===== src/rtl/modexp_pkg.sv =====
`timescale 1ns / 1ps
// ----------------------------------------------------------------------------
// modexp_pkg: shared definitions of the modular exponentiation unit
// Operand width, register map and the request and status records passed
// between the sequencer and the bit-serial modular multiplier.
// ----------------------------------------------------------------------------
package modexp_pkg;

    // operand width of base, exponent, modulus and power
    localparam int WIDTH  = 32;
    // configuration bus data width
    localparam int DATA_W = (WIDTH > 32) ? 64 : 32;
    // configuration address width: two registers, word or double-word spaced
    localparam int ADDR_W = (WIDTH > 32) ? 4 : 3;
    // bit that selects the register inside the address
    localparam int SEL_BIT = ADDR_W - 1;
    // bit counter of the multiplier
    localparam int CNT_W  = $clog2(WIDTH);

    // register selector codes
    localparam logic REG_EXPONENT = 1'b0;
    localparam logic REG_MODULUS  = 1'b1;

    // request to the modular multiplier
    typedef struct packed {
        logic             start;
        logic [WIDTH-1:0] a;
        logic [WIDTH-1:0] b;
        logic [WIDTH-1:0] m;
    } mul_req_t;

    // status of the modular multiplier
    typedef struct packed {
        logic             done;
        logic [WIDTH-1:0] result;
    } mul_stat_t;

endpackage


===== src/rtl/modular_exponentiation_unit.sv =====
`timescale 1ns / 1ps
// ----------------------------------------------------------------------------
// modular_exponentiation_unit: base ^ exponent mod modulus
// Right-to-left square-and-multiply over a shared bit-serial modular
// multiplier, with exponent and modulus held in configuration registers.
// ----------------------------------------------------------------------------
// Usage
// - exponent (address 0) and modulus (address 4) are written over the APB
//   port while the unit is idle; reset loads exponent 1 and modulus 2
// - a transaction is accepted on a rising edge with start high and busy low;
//   base is sampled on that edge
// - the result appears on power for exactly one cycle with done high; the
//   receiver cannot stall it, and a new start may be given in that cycle
// Sequence
// - every modular product runs through the multiplier, one bit of the
//   multiplier operand per cycle
// - the base is first reduced by one such pass, then one squaring per
//   exponent bit up to its highest set bit plus one product per set bit,
//   and one decision step per exponent bit
// - no multiplier pass runs when the modulus is below 2 (power is 0)
// - one transaction at a time; busy stays high until the result is issued
// ----------------------------------------------------------------------------
module modular_exponentiation_unit
(
    input  logic                            clk,
    input  logic                            rst_n,
    // command channel
    input  logic                            start,
    output logic                            busy,
    input  logic [modexp_pkg::WIDTH-1:0]    base,
    // result channel
    output logic                            done,
    output logic [modexp_pkg::WIDTH-1:0]    power,
    // configuration port
    input  logic                            psel,
    input  logic                            penable,
    input  logic                            pwrite,
    input  logic [modexp_pkg::ADDR_W-1:0]   paddr,
    input  logic [modexp_pkg::DATA_W-1:0]   pwdata,
    output logic [modexp_pkg::DATA_W-1:0]   prdata,
    output logic                            pready
);

    typedef enum logic [2:0]
    {
        ST_IDLE,
        ST_REDUCE,
        ST_STEP,
        ST_MUL,
        ST_SQR
    } state_t;

    state_t                       state_reg, state_next;
    logic [modexp_pkg::WIDTH-1:0] exponent_reg, exponent_next;
    logic [modexp_pkg::WIDTH-1:0] modulus_reg, modulus_next;
    logic [modexp_pkg::WIDTH-1:0] e_reg, e_next;
    logic [modexp_pkg::WIDTH-1:0] acc_reg, acc_next;
    logic [modexp_pkg::WIDTH-1:0] sq_reg, sq_next;
    logic [modexp_pkg::WIDTH-1:0] op_a_reg, op_a_next;
    logic [modexp_pkg::WIDTH-1:0] op_b_reg, op_b_next;
    logic [modexp_pkg::WIDTH-1:0] power_reg, power_next;
    logic                         start_reg, start_next;
    logic                         done_reg, done_next;

    modexp_pkg::mul_req_t         mul_req;
    modexp_pkg::mul_stat_t        mul_stat;

    // shared modular multiplier
    assign mul_req.start = start_reg;
    assign mul_req.a     = op_a_reg;
    assign mul_req.b     = op_b_reg;
    assign mul_req.m     = modulus_reg;

    modexp_mulmod u_mulmod
    (
        .clk   (clk),
        .rst_n (rst_n),
        .req   (mul_req),
        .stat  (mul_stat)
    );

    // sequencer and register writes
    always_comb
    begin
        state_next    = state_reg;
        exponent_next = exponent_reg;
        modulus_next  = modulus_reg;
        e_next        = e_reg;
        acc_next      = acc_reg;
        sq_next       = sq_reg;
        op_a_next     = op_a_reg;
        op_b_next     = op_b_reg;
        power_next    = power_reg;
        start_next    = 1'b0;
        done_next     = 1'b0;

        // configuration write
        if (psel && penable && pwrite)
        begin
            case (paddr[modexp_pkg::SEL_BIT])
                modexp_pkg::REG_EXPONENT: exponent_next = pwdata[modexp_pkg::WIDTH-1:0];
                modexp_pkg::REG_MODULUS:  modulus_next  = pwdata[modexp_pkg::WIDTH-1:0];
                default: ;
            endcase
        end

        case (state_reg)
            ST_IDLE:
            begin
                if (start)
                begin
                    e_next   = exponent_reg;
                    acc_next = modexp_pkg::WIDTH'(1);
                    if (modulus_reg < modexp_pkg::WIDTH'(2))
                    begin
                        // degenerate modulus gives zero
                        power_next = '0;
                        done_next  = 1'b1;
                    end
                    else
                    begin
                        // reduce base as 1 * base mod m
                        op_a_next  = modexp_pkg::WIDTH'(1);
                        op_b_next  = base;
                        start_next = 1'b1;
                        state_next = ST_REDUCE;
                    end
                end
            end
            ST_REDUCE:
            begin
                if (mul_stat.done)
                begin
                    sq_next    = mul_stat.result;
                    state_next = ST_STEP;
                end
            end
            ST_STEP:
            begin
                if (e_reg == '0)
                begin
                    power_next = acc_reg;
                    done_next  = 1'b1;
                    state_next = ST_IDLE;
                end
                else if (e_reg[0])
                begin
                    op_a_next  = acc_reg;
                    op_b_next  = sq_reg;
                    start_next = 1'b1;
                    state_next = ST_MUL;
                end
                else
                begin
                    op_a_next  = sq_reg;
                    op_b_next  = sq_reg;
                    start_next = 1'b1;
                    state_next = ST_SQR;
                end
            end
            ST_MUL:
            begin
                if (mul_stat.done)
                begin
                    acc_next   = mul_stat.result;
                    op_a_next  = sq_reg;
                    op_b_next  = sq_reg;
                    start_next = 1'b1;
                    state_next = ST_SQR;
                end
            end
            ST_SQR:
            begin
                if (mul_stat.done)
                begin
                    sq_next    = mul_stat.result;
                    e_next     = {1'b0, e_reg[modexp_pkg::WIDTH-1:1]};
                    state_next = ST_STEP;
                end
            end
            default:
            begin
                state_next = ST_IDLE;
            end
        endcase
    end

    // state, configuration and registered outputs
    always_ff @(posedge clk or negedge rst_n)
    begin
        if (!rst_n)
        begin
            state_reg    <= ST_IDLE;
            exponent_reg <= modexp_pkg::WIDTH'(1);
            modulus_reg  <= modexp_pkg::WIDTH'(2);
            start_reg    <= 1'b0;
            done_reg     <= 1'b0;
        end
        else
        begin
            state_reg    <= state_next;
            exponent_reg <= exponent_next;
            modulus_reg  <= modulus_next;
            start_reg    <= start_next;
            done_reg     <= done_next;
        end
    end

    // working values
    always_ff @(posedge clk)
    begin
        e_reg     <= e_next;
        acc_reg   <= acc_next;
        sq_reg    <= sq_next;
        op_a_reg  <= op_a_next;
        op_b_reg  <= op_b_next;
        power_reg <= power_next;
    end

    // configuration read back
    always_comb
    begin
        case (paddr[modexp_pkg::SEL_BIT])
            modexp_pkg::REG_EXPONENT: prdata = modexp_pkg::DATA_W'(exponent_reg);
            modexp_pkg::REG_MODULUS:  prdata = modexp_pkg::DATA_W'(modulus_reg);
            default:                  prdata = '0;
        endcase
    end

    assign pready = 1'b1;
    assign busy   = (state_reg != ST_IDLE);
    assign done   = done_reg;
    assign power  = power_reg;

    // checks
    a_accept_progress: assert property (@(posedge clk) disable iff (!rst_n)
        (start && !busy) |=> (busy || done))
        else $error("accepted transaction neither started nor completed");

    a_done_idle: assert property (@(posedge clk) disable iff (!rst_n)
        done |-> !busy)
        else $error("result strobe while a transaction is still running");

    a_mul_done_expected: assert property (@(posedge clk) disable iff (!rst_n)
        mul_stat.done |-> (state_reg == ST_REDUCE || state_reg == ST_MUL
                           || state_reg == ST_SQR))
        else $error("multiplier result arrived with no product pending");

endmodule


===== src/rtl/modexp_mulmod.sv =====
`timescale 1ns / 1ps
// ----------------------------------------------------------------------------
// modexp_mulmod: bit-serial modular multiplier
// Computes a * b mod m by scanning b from its top bit, one bit per cycle:
// the partial result is doubled modulo m, then a is added modulo m when the
// bit is set. done pulses with the result.
// ----------------------------------------------------------------------------
module modexp_mulmod
(
    input  logic                  clk,
    input  logic                  rst_n,
    input  modexp_pkg::mul_req_t  req,
    output modexp_pkg::mul_stat_t stat
);

    logic [modexp_pkg::WIDTH-1:0] a_reg, a_next;
    logic [modexp_pkg::WIDTH-1:0] b_reg, b_next;
    logic [modexp_pkg::WIDTH-1:0] m_reg, m_next;
    logic [modexp_pkg::WIDTH-1:0] r_reg, r_next;
    logic [modexp_pkg::CNT_W-1:0] cnt_reg, cnt_next;
    logic                         busy_reg, busy_next;
    logic                         done_reg, done_next;

    logic [modexp_pkg::WIDTH:0]   dbl;
    logic [modexp_pkg::WIDTH-1:0] dbl_red;
    logic [modexp_pkg::WIDTH:0]   sum;
    logic [modexp_pkg::WIDTH-1:0] sum_red;

    // one step: double modulo m, then conditionally add a modulo m
    always_comb
    begin
        dbl     = {r_reg, 1'b0};
        dbl_red = (dbl >= {1'b0, m_reg}) ? modexp_pkg::WIDTH'(dbl - {1'b0, m_reg})
                                          : modexp_pkg::WIDTH'(dbl);
        sum     = {1'b0, dbl_red} + ((b_reg[modexp_pkg::WIDTH-1])
                                     ? {1'b0, a_reg} : '0);
        sum_red = (sum >= {1'b0, m_reg}) ? modexp_pkg::WIDTH'(sum - {1'b0, m_reg})
                                          : modexp_pkg::WIDTH'(sum);
    end

    // next state
    always_comb
    begin
        a_next    = a_reg;
        b_next    = b_reg;
        m_next    = m_reg;
        r_next    = r_reg;
        cnt_next  = cnt_reg;
        busy_next = busy_reg;
        done_next = 1'b0;
        if (req.start)
        begin
            a_next    = req.a;
            b_next    = req.b;
            m_next    = req.m;
            r_next    = '0;
            cnt_next  = modexp_pkg::CNT_W'(modexp_pkg::WIDTH - 1);
            busy_next = 1'b1;
        end
        else if (busy_reg)
        begin
            r_next   = sum_red;
            b_next   = {b_reg[modexp_pkg::WIDTH-2:0], 1'b0};
            cnt_next = cnt_reg - 1'b1;
            if (cnt_reg == '0)
            begin
                busy_next = 1'b0;
                done_next = 1'b1;
            end
        end
    end

    // registers
    always_ff @(posedge clk or negedge rst_n)
    begin
        if (!rst_n)
        begin
            busy_reg <= 1'b0;
            done_reg <= 1'b0;
            cnt_reg  <= '0;
        end
        else
        begin
            busy_reg <= busy_next;
            done_reg <= done_next;
            cnt_reg  <= cnt_next;
        end
    end

    // operand and partial result registers
    always_ff @(posedge clk)
    begin
        a_reg <= a_next;
        b_reg <= b_next;
        m_reg <= m_next;
        r_reg <= r_next;
    end

    assign stat.done   = done_reg;
    assign stat.result = r_reg;

    // checks
    a_last_bit_done: assert property (@(posedge clk) disable iff (!rst_n)
        (busy_reg && cnt_reg == '0 && !req.start) |=> done_reg)
        else $error("multiplier did not finish after its last bit");

    a_start_busy: assert property (@(posedge clk) disable iff (!rst_n)
        req.start |=> busy_reg)
        else $error("multiplier did not start");

    a_done_idle: assert property (@(posedge clk) disable iff (!rst_n)
        (done_reg && !$past(req.start)) |-> !busy_reg)
        else $error("multiplier busy while reporting done");

endmodule

===== config.mk =====
export PLATFORM = sky130hd
export DESIGN_NAME = modular_exponentiation_unit
export DESIGN_NICKNAME = d
export VERILOG_FILES = /design/src/rtl/modexp_pkg.sv /design/src/rtl/modular_exponentiation_unit.sv /design/src/rtl/modexp_mulmod.sv
export SDC_FILE = /design/constraint.sdc
export NUM_CORES = 1
export LEC_CHECK = 0
export ABC_AREA = 1
export BUFFER_PORTS_ARGS = -buffer_cell sky130_fd_sc_hd__buf_2
export CAP_MARGIN = 10
export CORE_MARGIN = 2
export CORE_UTILIZATION = 60
export CTS_BUF_LIST = sky130_fd_sc_hd__clkbuf_8
export DETAILED_ROUTE_END_ITERATION = 6
export PLACE_DENSITY = 0.82
export SLEW_MARGIN = 20
export SYNTH_ARGS = -nofsm -noshare
export SYNTH_HDL_FRONTEND = slang
export SYNTH_SLANG_ARGS = --single-unit

===== constraint.sdc =====
create_clock -name clk -period 8.75 [get_ports clk]
set_clock_uncertainty 0.1 [all_clocks]
set_input_delay 1.3125 -clock clk [delete_from_list [all_inputs] [get_ports clk]]
set_output_delay 1.3125 -clock clk [all_outputs]
set_load 0.1 [all_outputs]

# Word-level counts from Yosys, hierarchy flattened
# Cells that the tools add are included.
# op_classes
n_addsub	4
n_lt_le_gt_ge	3
n_eq_ne	12
mux	50
bitwise	1
n_reduce_logical	20
# op_table
op	n
32-bit two-way mux	20
32-bit one-hot mux with 2 select lines	4
32-bit one-hot mux with 3 select lines	2
33-bit by 32-bit greater-or-equal comparator with 1-bit output	2
32-bit subtractor	2
32-bit by 32-bit adder with 33-bit output	1
32-bit logical NOT	1
32-bit by 2-bit < comparator with 1-bit output (second input constant)	1
3-bit two-way mux	6
1-bit two-way mux	13
3-bit one-hot mux with 4 select lines	1
5-bit two-way mux	2
2-bit inequality test (second input constant)	5
4-bit AND reduction	2
2-bit nonzero test	4
3-bit by 2-bit equality test with 1-bit output (second input constant)	2
2-bit by 1-bit inequality test with 1-bit output (second input constant)	3
2-bit AND reduction	3
3-bit AND reduction	2
3-bit nonzero test	2
5-bit logical NOT	1
5-bit AND reduction	1
5-bit by 1-bit subtractor with 5-bit output (second input constant)	1
3-bit by 1-bit equality test with 1-bit output (second input constant)	1
other kinds (7)	8
# word_totals
regBits	396
in_bits	73
out_inout_bits	67
elab_cells	108

# Depth between registers and ports, before layout
# logic_depth
depth_word	5
ltp_mapped	43
ltp_nobuf	42

# Cells and area by module
# From an unflattened synthesis, not the netlist that was laid out.
# unflattened
cells_unflattened	2835
hier_area_um2	22713.0
# modules_own_cells
mod	n_inst	cells_per_inst	area_each_um2	seq_area_each_um2
modexp_mulmod	1	1801	11956.5	3698.5
modular_exponentiation_unit	1	1034	10756.6	7494.7

# Least setup slack after synthesis
# Ideal clock, no wire load.
# synth_path
kind	in2out
start	input port paddr[2] in the netlist's numbering
end	output port prdata[23] in the netlist's numbering
t_arrival_ns	3.797
path_slack_ns	3.541
stages	3
path_buffers	2
cell_sequence	clkbuf_1 -> clkbuf_1 -> o21ai_0
# synth_via
elab_chain_len	2
# synth_rtl
item	line	source
start: declaration	modular_exponentiation_unit.sv:38	input logic [modexp_pkg::ADDR_W-1:0] paddr,
1-bit NOT (no line)	-	
32-bit one-hot mux with 2 select lines (*)	modular_exponentiation_unit.sv:223	case (paddr[modexp_pkg::SEL_BIT])
end: declaration	modular_exponentiation_unit.sv:40	output logic [modexp_pkg::DATA_W-1:0] prdata,
# Mark *: on every way between the ends. The rest lies on a longest branch, timed or not.

# Worst setup path after layout
# layout_path
start	register u_mulmod.r_reg[15] in the netlist's numbering
end	register u_mulmod.r_reg[28] in the netlist's numbering
# layout_via
elab_chain_len	5
word_cells_on_any_way	7
# layout_rtl
item	line	source
start: declaration	modexp_mulmod.sv:19	logic [modexp_pkg::WIDTH-1:0] r_reg, r_next;
start signal: assignment	modexp_mulmod.sv:96	r_reg <= r_next;
32-bit subtractor / 33-bit by 32-bit greater-or-equal comparator with 1-bit output (equally long branches)	modexp_mulmod.sv:33	dbl_red = (dbl >= {1'b0, m_reg}) ? modexp_pkg::WIDTH'(dbl - {1'b0, m_reg})
32-bit two-way mux (*)	modexp_mulmod.sv:33	
32-bit by 32-bit adder with 33-bit output (*)	modexp_mulmod.sv:35	sum = {1'b0, dbl_red} + ((b_reg[modexp_pkg::WIDTH-1])
32-bit subtractor / 33-bit by 32-bit greater-or-equal comparator with 1-bit output (equally long branches)	modexp_mulmod.sv:37	sum_red = (sum >= {1'b0, m_reg}) ? modexp_pkg::WIDTH'(sum - {1'b0, m_reg})
32-bit two-way mux (*)	modexp_mulmod.sv:37	
# Marks and branches as above.
# A chain may end at the register's enable or synchronous reset.

==> flow_metrics.py <==
metrics = {
    "setup_path": {
        "path_common_cell": "nand2_1",
        "worst-r2r-cell-count": 39,
        "crit-reg2reg-capture": "u_mulmod.r_reg[28]",
        "worst-endpoint-required_ns": 9.20,
        "cp-startpoint": "u_mulmod.r_reg[15]",
        "setup.worst_path.end_class": "register",
        "ff2ff_setup_slack_ns": 1.74,
        "timing.rr.start": "u_mulmod.r_reg[15]",
        "sort_of_element_at_the_start_of_the_critical_path": "register",
        "worstSetupPathType": "reg -> reg",
        "cp_max_fo": 53,
        "critical_path_buf_inv_count": 5,
        "timing.critical_path.arrival_ns": 7.46,
        "critical_path.max_stage_delay_ns": 0.48,
        "cpLargestDelayFamily": "simple AND/OR/NAND/NOR gates",
        "timing.critical_path.slowest_stage_cell": "nand2_4",
    },
    "synth": {
        "dominantRegCellSynth": "edfxtp_1",
        "syn-cell-area_um2": 23500,
        "yosysUniqueCellTypes": 46,
        "synth.yosys.warnings": 0,
        "synth-edff-count": 288,
        "synthesis.nets": 3267,
        "postSynth.asyncResetShare": 0.192,
        "sequential_share_of_the_synthesized_area": 0.476,
        "syn-instance-count": 3093,
        "syn_avg_cell_area_um2": 7.61,
        "ys_ff_latch": 396,
    },
    "detailed_routing": {
        "remaining_drc_errors": 0,
        "drtIter0Drc": 1663,
        "wl_per_cell_um": 18.4,
        "drt_wl_total_mm": 70.1,
        "ant_nets": 0,
        "drt-vias-per-instance": 5.40,
        "total_number_of_vias": 20600,
        "drt_pass_1_iters": 5,
    },
    "job": {
        "maxCapViolations": 0,
    },
    "placed_design": {
        "io_buffer_count": 136,
        "routabilityCongestion": 0.987,
        "post-dp-hpwl_mm": 54.2,
        "dp.cells": 3689,
        "placement.cell_area_um2": 24700,
    },
    "cells_and_area": {
        "antenna-diode-count": 0,
        "final_common_cell": "nand2_1",
        "layout_common_cells": "nand2_1, inv_1, edfxtp_1, o21ai_0, nor2_1",
        "final_cell_count_no_fill": 3808,
        "stdcell_area_um2": 26000,
        "syn2layout_area_growth_pct": 10.3,
        "n_fill_cell": 3182,
        "fraction_of_final_layout_cells_sized_beyond_drive_strength_1": 0.0818,
        "regArea_um2": 11200,
        "multi_input_area_um2": 9840,
        "nets_finish": 3414,
    },
    "floorplan": {
        "floorplan.initialDensity": 0.609,
        "die_y_um": 202,
        "chipWidth_um": 202,
        "rows": 72,
        "core_box_area_um2": 38600,
        "floorplan.die_area_um2": 40800,
        "top_level_ports": 140,
    },
    "global_routing": {
        "grt_first_pass_wirelength_mm": 109,
        "largest_net_degree_at_the_start_of_global_routing": 77,
        "grtUsageMet3": 0.0419,
        "use_met1": 0.441,
        "number_of_antenna_violations_at_the_first_check_in_global_routing": 0,
        "use_met2": 0.605,
        "grt-ovfl-total": 0,
        "global_route.usage.total": 0.348,
        "grt_pass1_vias": 20100,
        "grt.busiest_layer": "met2",
    },
    "cts": {
        "postCtsSetupBuffers": 0,
        "clock_insertion_delay_at_the_later_pin_of_the_skew_report_ns": 0.65,
        "clock_tree_from_tritoncts": "done",
        "ctsHoldBuffers": 0,
        "clock_sinks": 396,
        "cts_buffers": 66,
        "clk_path_buf_depth": 3,
        "post_cts_resize_count": 0,
        "clk_pin_slew_worst_paths_ns": 0.06,
        "cts_root_buffer": "clkbuf_8",
        "clock_tree.htree_level_count": 3,
    },
    "timing": {
        "timing_worst_slew_pin_value_ns": 1.03,
        "slew_violations": 0,
        "rsz0062_at_grt": "no",
        "finalHoldViolCount": 0,
        "period_share": 0.802,
        "setup_viol_count_final": 0,
        "final.min_clock_period_ns": 7.01,
        "highest_clock_rate_mhz": 143,
        "tns_ns": 0,
        "finalHoldWorstSlack_ns": 0.303,
        "relSlewSlack": 0.311,
    },
    "min_path": {
        "worstHoldEndpoint": "u_mulmod.a_reg[24]",
        "worstHoldPathCells": 0,
        "worst_min_path_class": "reg -> reg",
        "min-delay-start": "op_a_reg[24]",
    },
    "run_status": {
        "run_status": "completed",
    },
}
## cell usage after synthesis, types with 2 or more instances
| cell | number | area share |
|---|---|---|
| buf_2 | 5 | 0.0011 |
| o21ai_1 | 22 | 0.0047 |
| dfstp_2 | 2 | 0.0022 |
| and2_1 | 8 | 0.0021 |
| and3_1 | 4 | 0.0011 |
| o221ai_1 | 2 | 0.00074 |
| nand2_1 | 1074 | 0.17 |
| buf_4 | 6 | 0.0019 |
| o21a_1 | 2 | 0.00064 |
| nand4_1 | 27 | 0.0072 |
| inv_1 | 569 | 0.091 |
| nor2_1 | 228 | 0.036 |
| dfxtp_1 | 32 | 0.027 |
| a31oi_1 | 3 | 0.00080 |
| xor2_1 | 32 | 0.012 |
| fa_1 | 3 | 0.0026 |
| xnor2_1 | 21 | 0.0078 |
| o21ai_0 | 227 | 0.048 |
| nor2_2 | 4 | 0.0011 |
| ha_1 | 98 | 0.052 |
| nand3_1 | 135 | 0.029 |
| a21oi_1 | 69 | 0.015 |
| nor3_1 | 19 | 0.0040 |
| a32o_1 | 2 | 0.00085 |
| clkbuf_1 | 58 | 0.0093 |
| buf_1 | 2 | 0.00032 |
| a21boi_0 | 5 | 0.0016 |
| nand3b_1 | 17 | 0.0054 |
| nand2_2 | 4 | 0.0011 |
| nand2_4 | 2 | 0.00096 |
| dfrtp_1 | 74 | 0.079 |
| buf_6 | 7 | 0.0033 |
| nor4_1 | 14 | 0.0037 |
| a21o_1 | 5 | 0.0016 |
| inv_2 | 4 | 0.00064 |
| nand3_2 | 2 | 0.00085 |
| a22oi_1 | 2 | 0.00064 |
| edfxtp_1 | 288 | 0.37 |
| o21bai_1 | 8 | 0.0026 |
## routing by layer
metal,part of all wire,up-vias,wire [um]
met4,0.039,0,2770
li1,-,10100,-
met1,0.41,9477,28400
met3,0.067,146,4710
met2,0.49,895,34200
met5,0,-,0
## cells by family after synthesis
family	after synthesis	synth area share
fa+ha+maj	101	0.0547
xor+xnor	53	0.0197
buf+inv	652	0.107
simple gates	1542	0.265
flops	396	0.476
compound gates	348	0.0773
other cells	1	0.000159
## metrics by stage
stage / utilization / setup slack [ns]
global route: 0.672 / 1.16
floorplan: - / 3.54
detailed placement: 0.638 / 1.84
finish: 0.672 / 1.74
global placement: 0.638 / 1.96
CTS: 0.671 / 1.82
## how the worst max path moves through the flow
stage / endpoint / slack (ns) / cells past startpoint
after global placement: u_mulmod.r_reg[31] / 1.96 / 40
after CTS: u_mulmod.r_reg[28] / 1.82 / 40
final: u_mulmod.r_reg[28] / 1.74 / 39
after detailed placement: u_mulmod.r_reg[28] / 1.84 / 40
after global routing: u_mulmod.r_reg[21] / 1.16 / 39
after floorplan: prdata[23] / 3.54 / 3
## final cells by class
type                    instances  share of cell area
clock inverters                48              0.0115
repair buffers                157              0.0332
flip-flops and latches        396               0.431
well taps                     518              0.0250
clock buffers                  70              0.0371
inverters                     574              0.0830
multi-input cells            2045               0.379
Power is not shown: default switching activity piles up to over one toggle a cycle in this logic, so the estimate is an artifact.
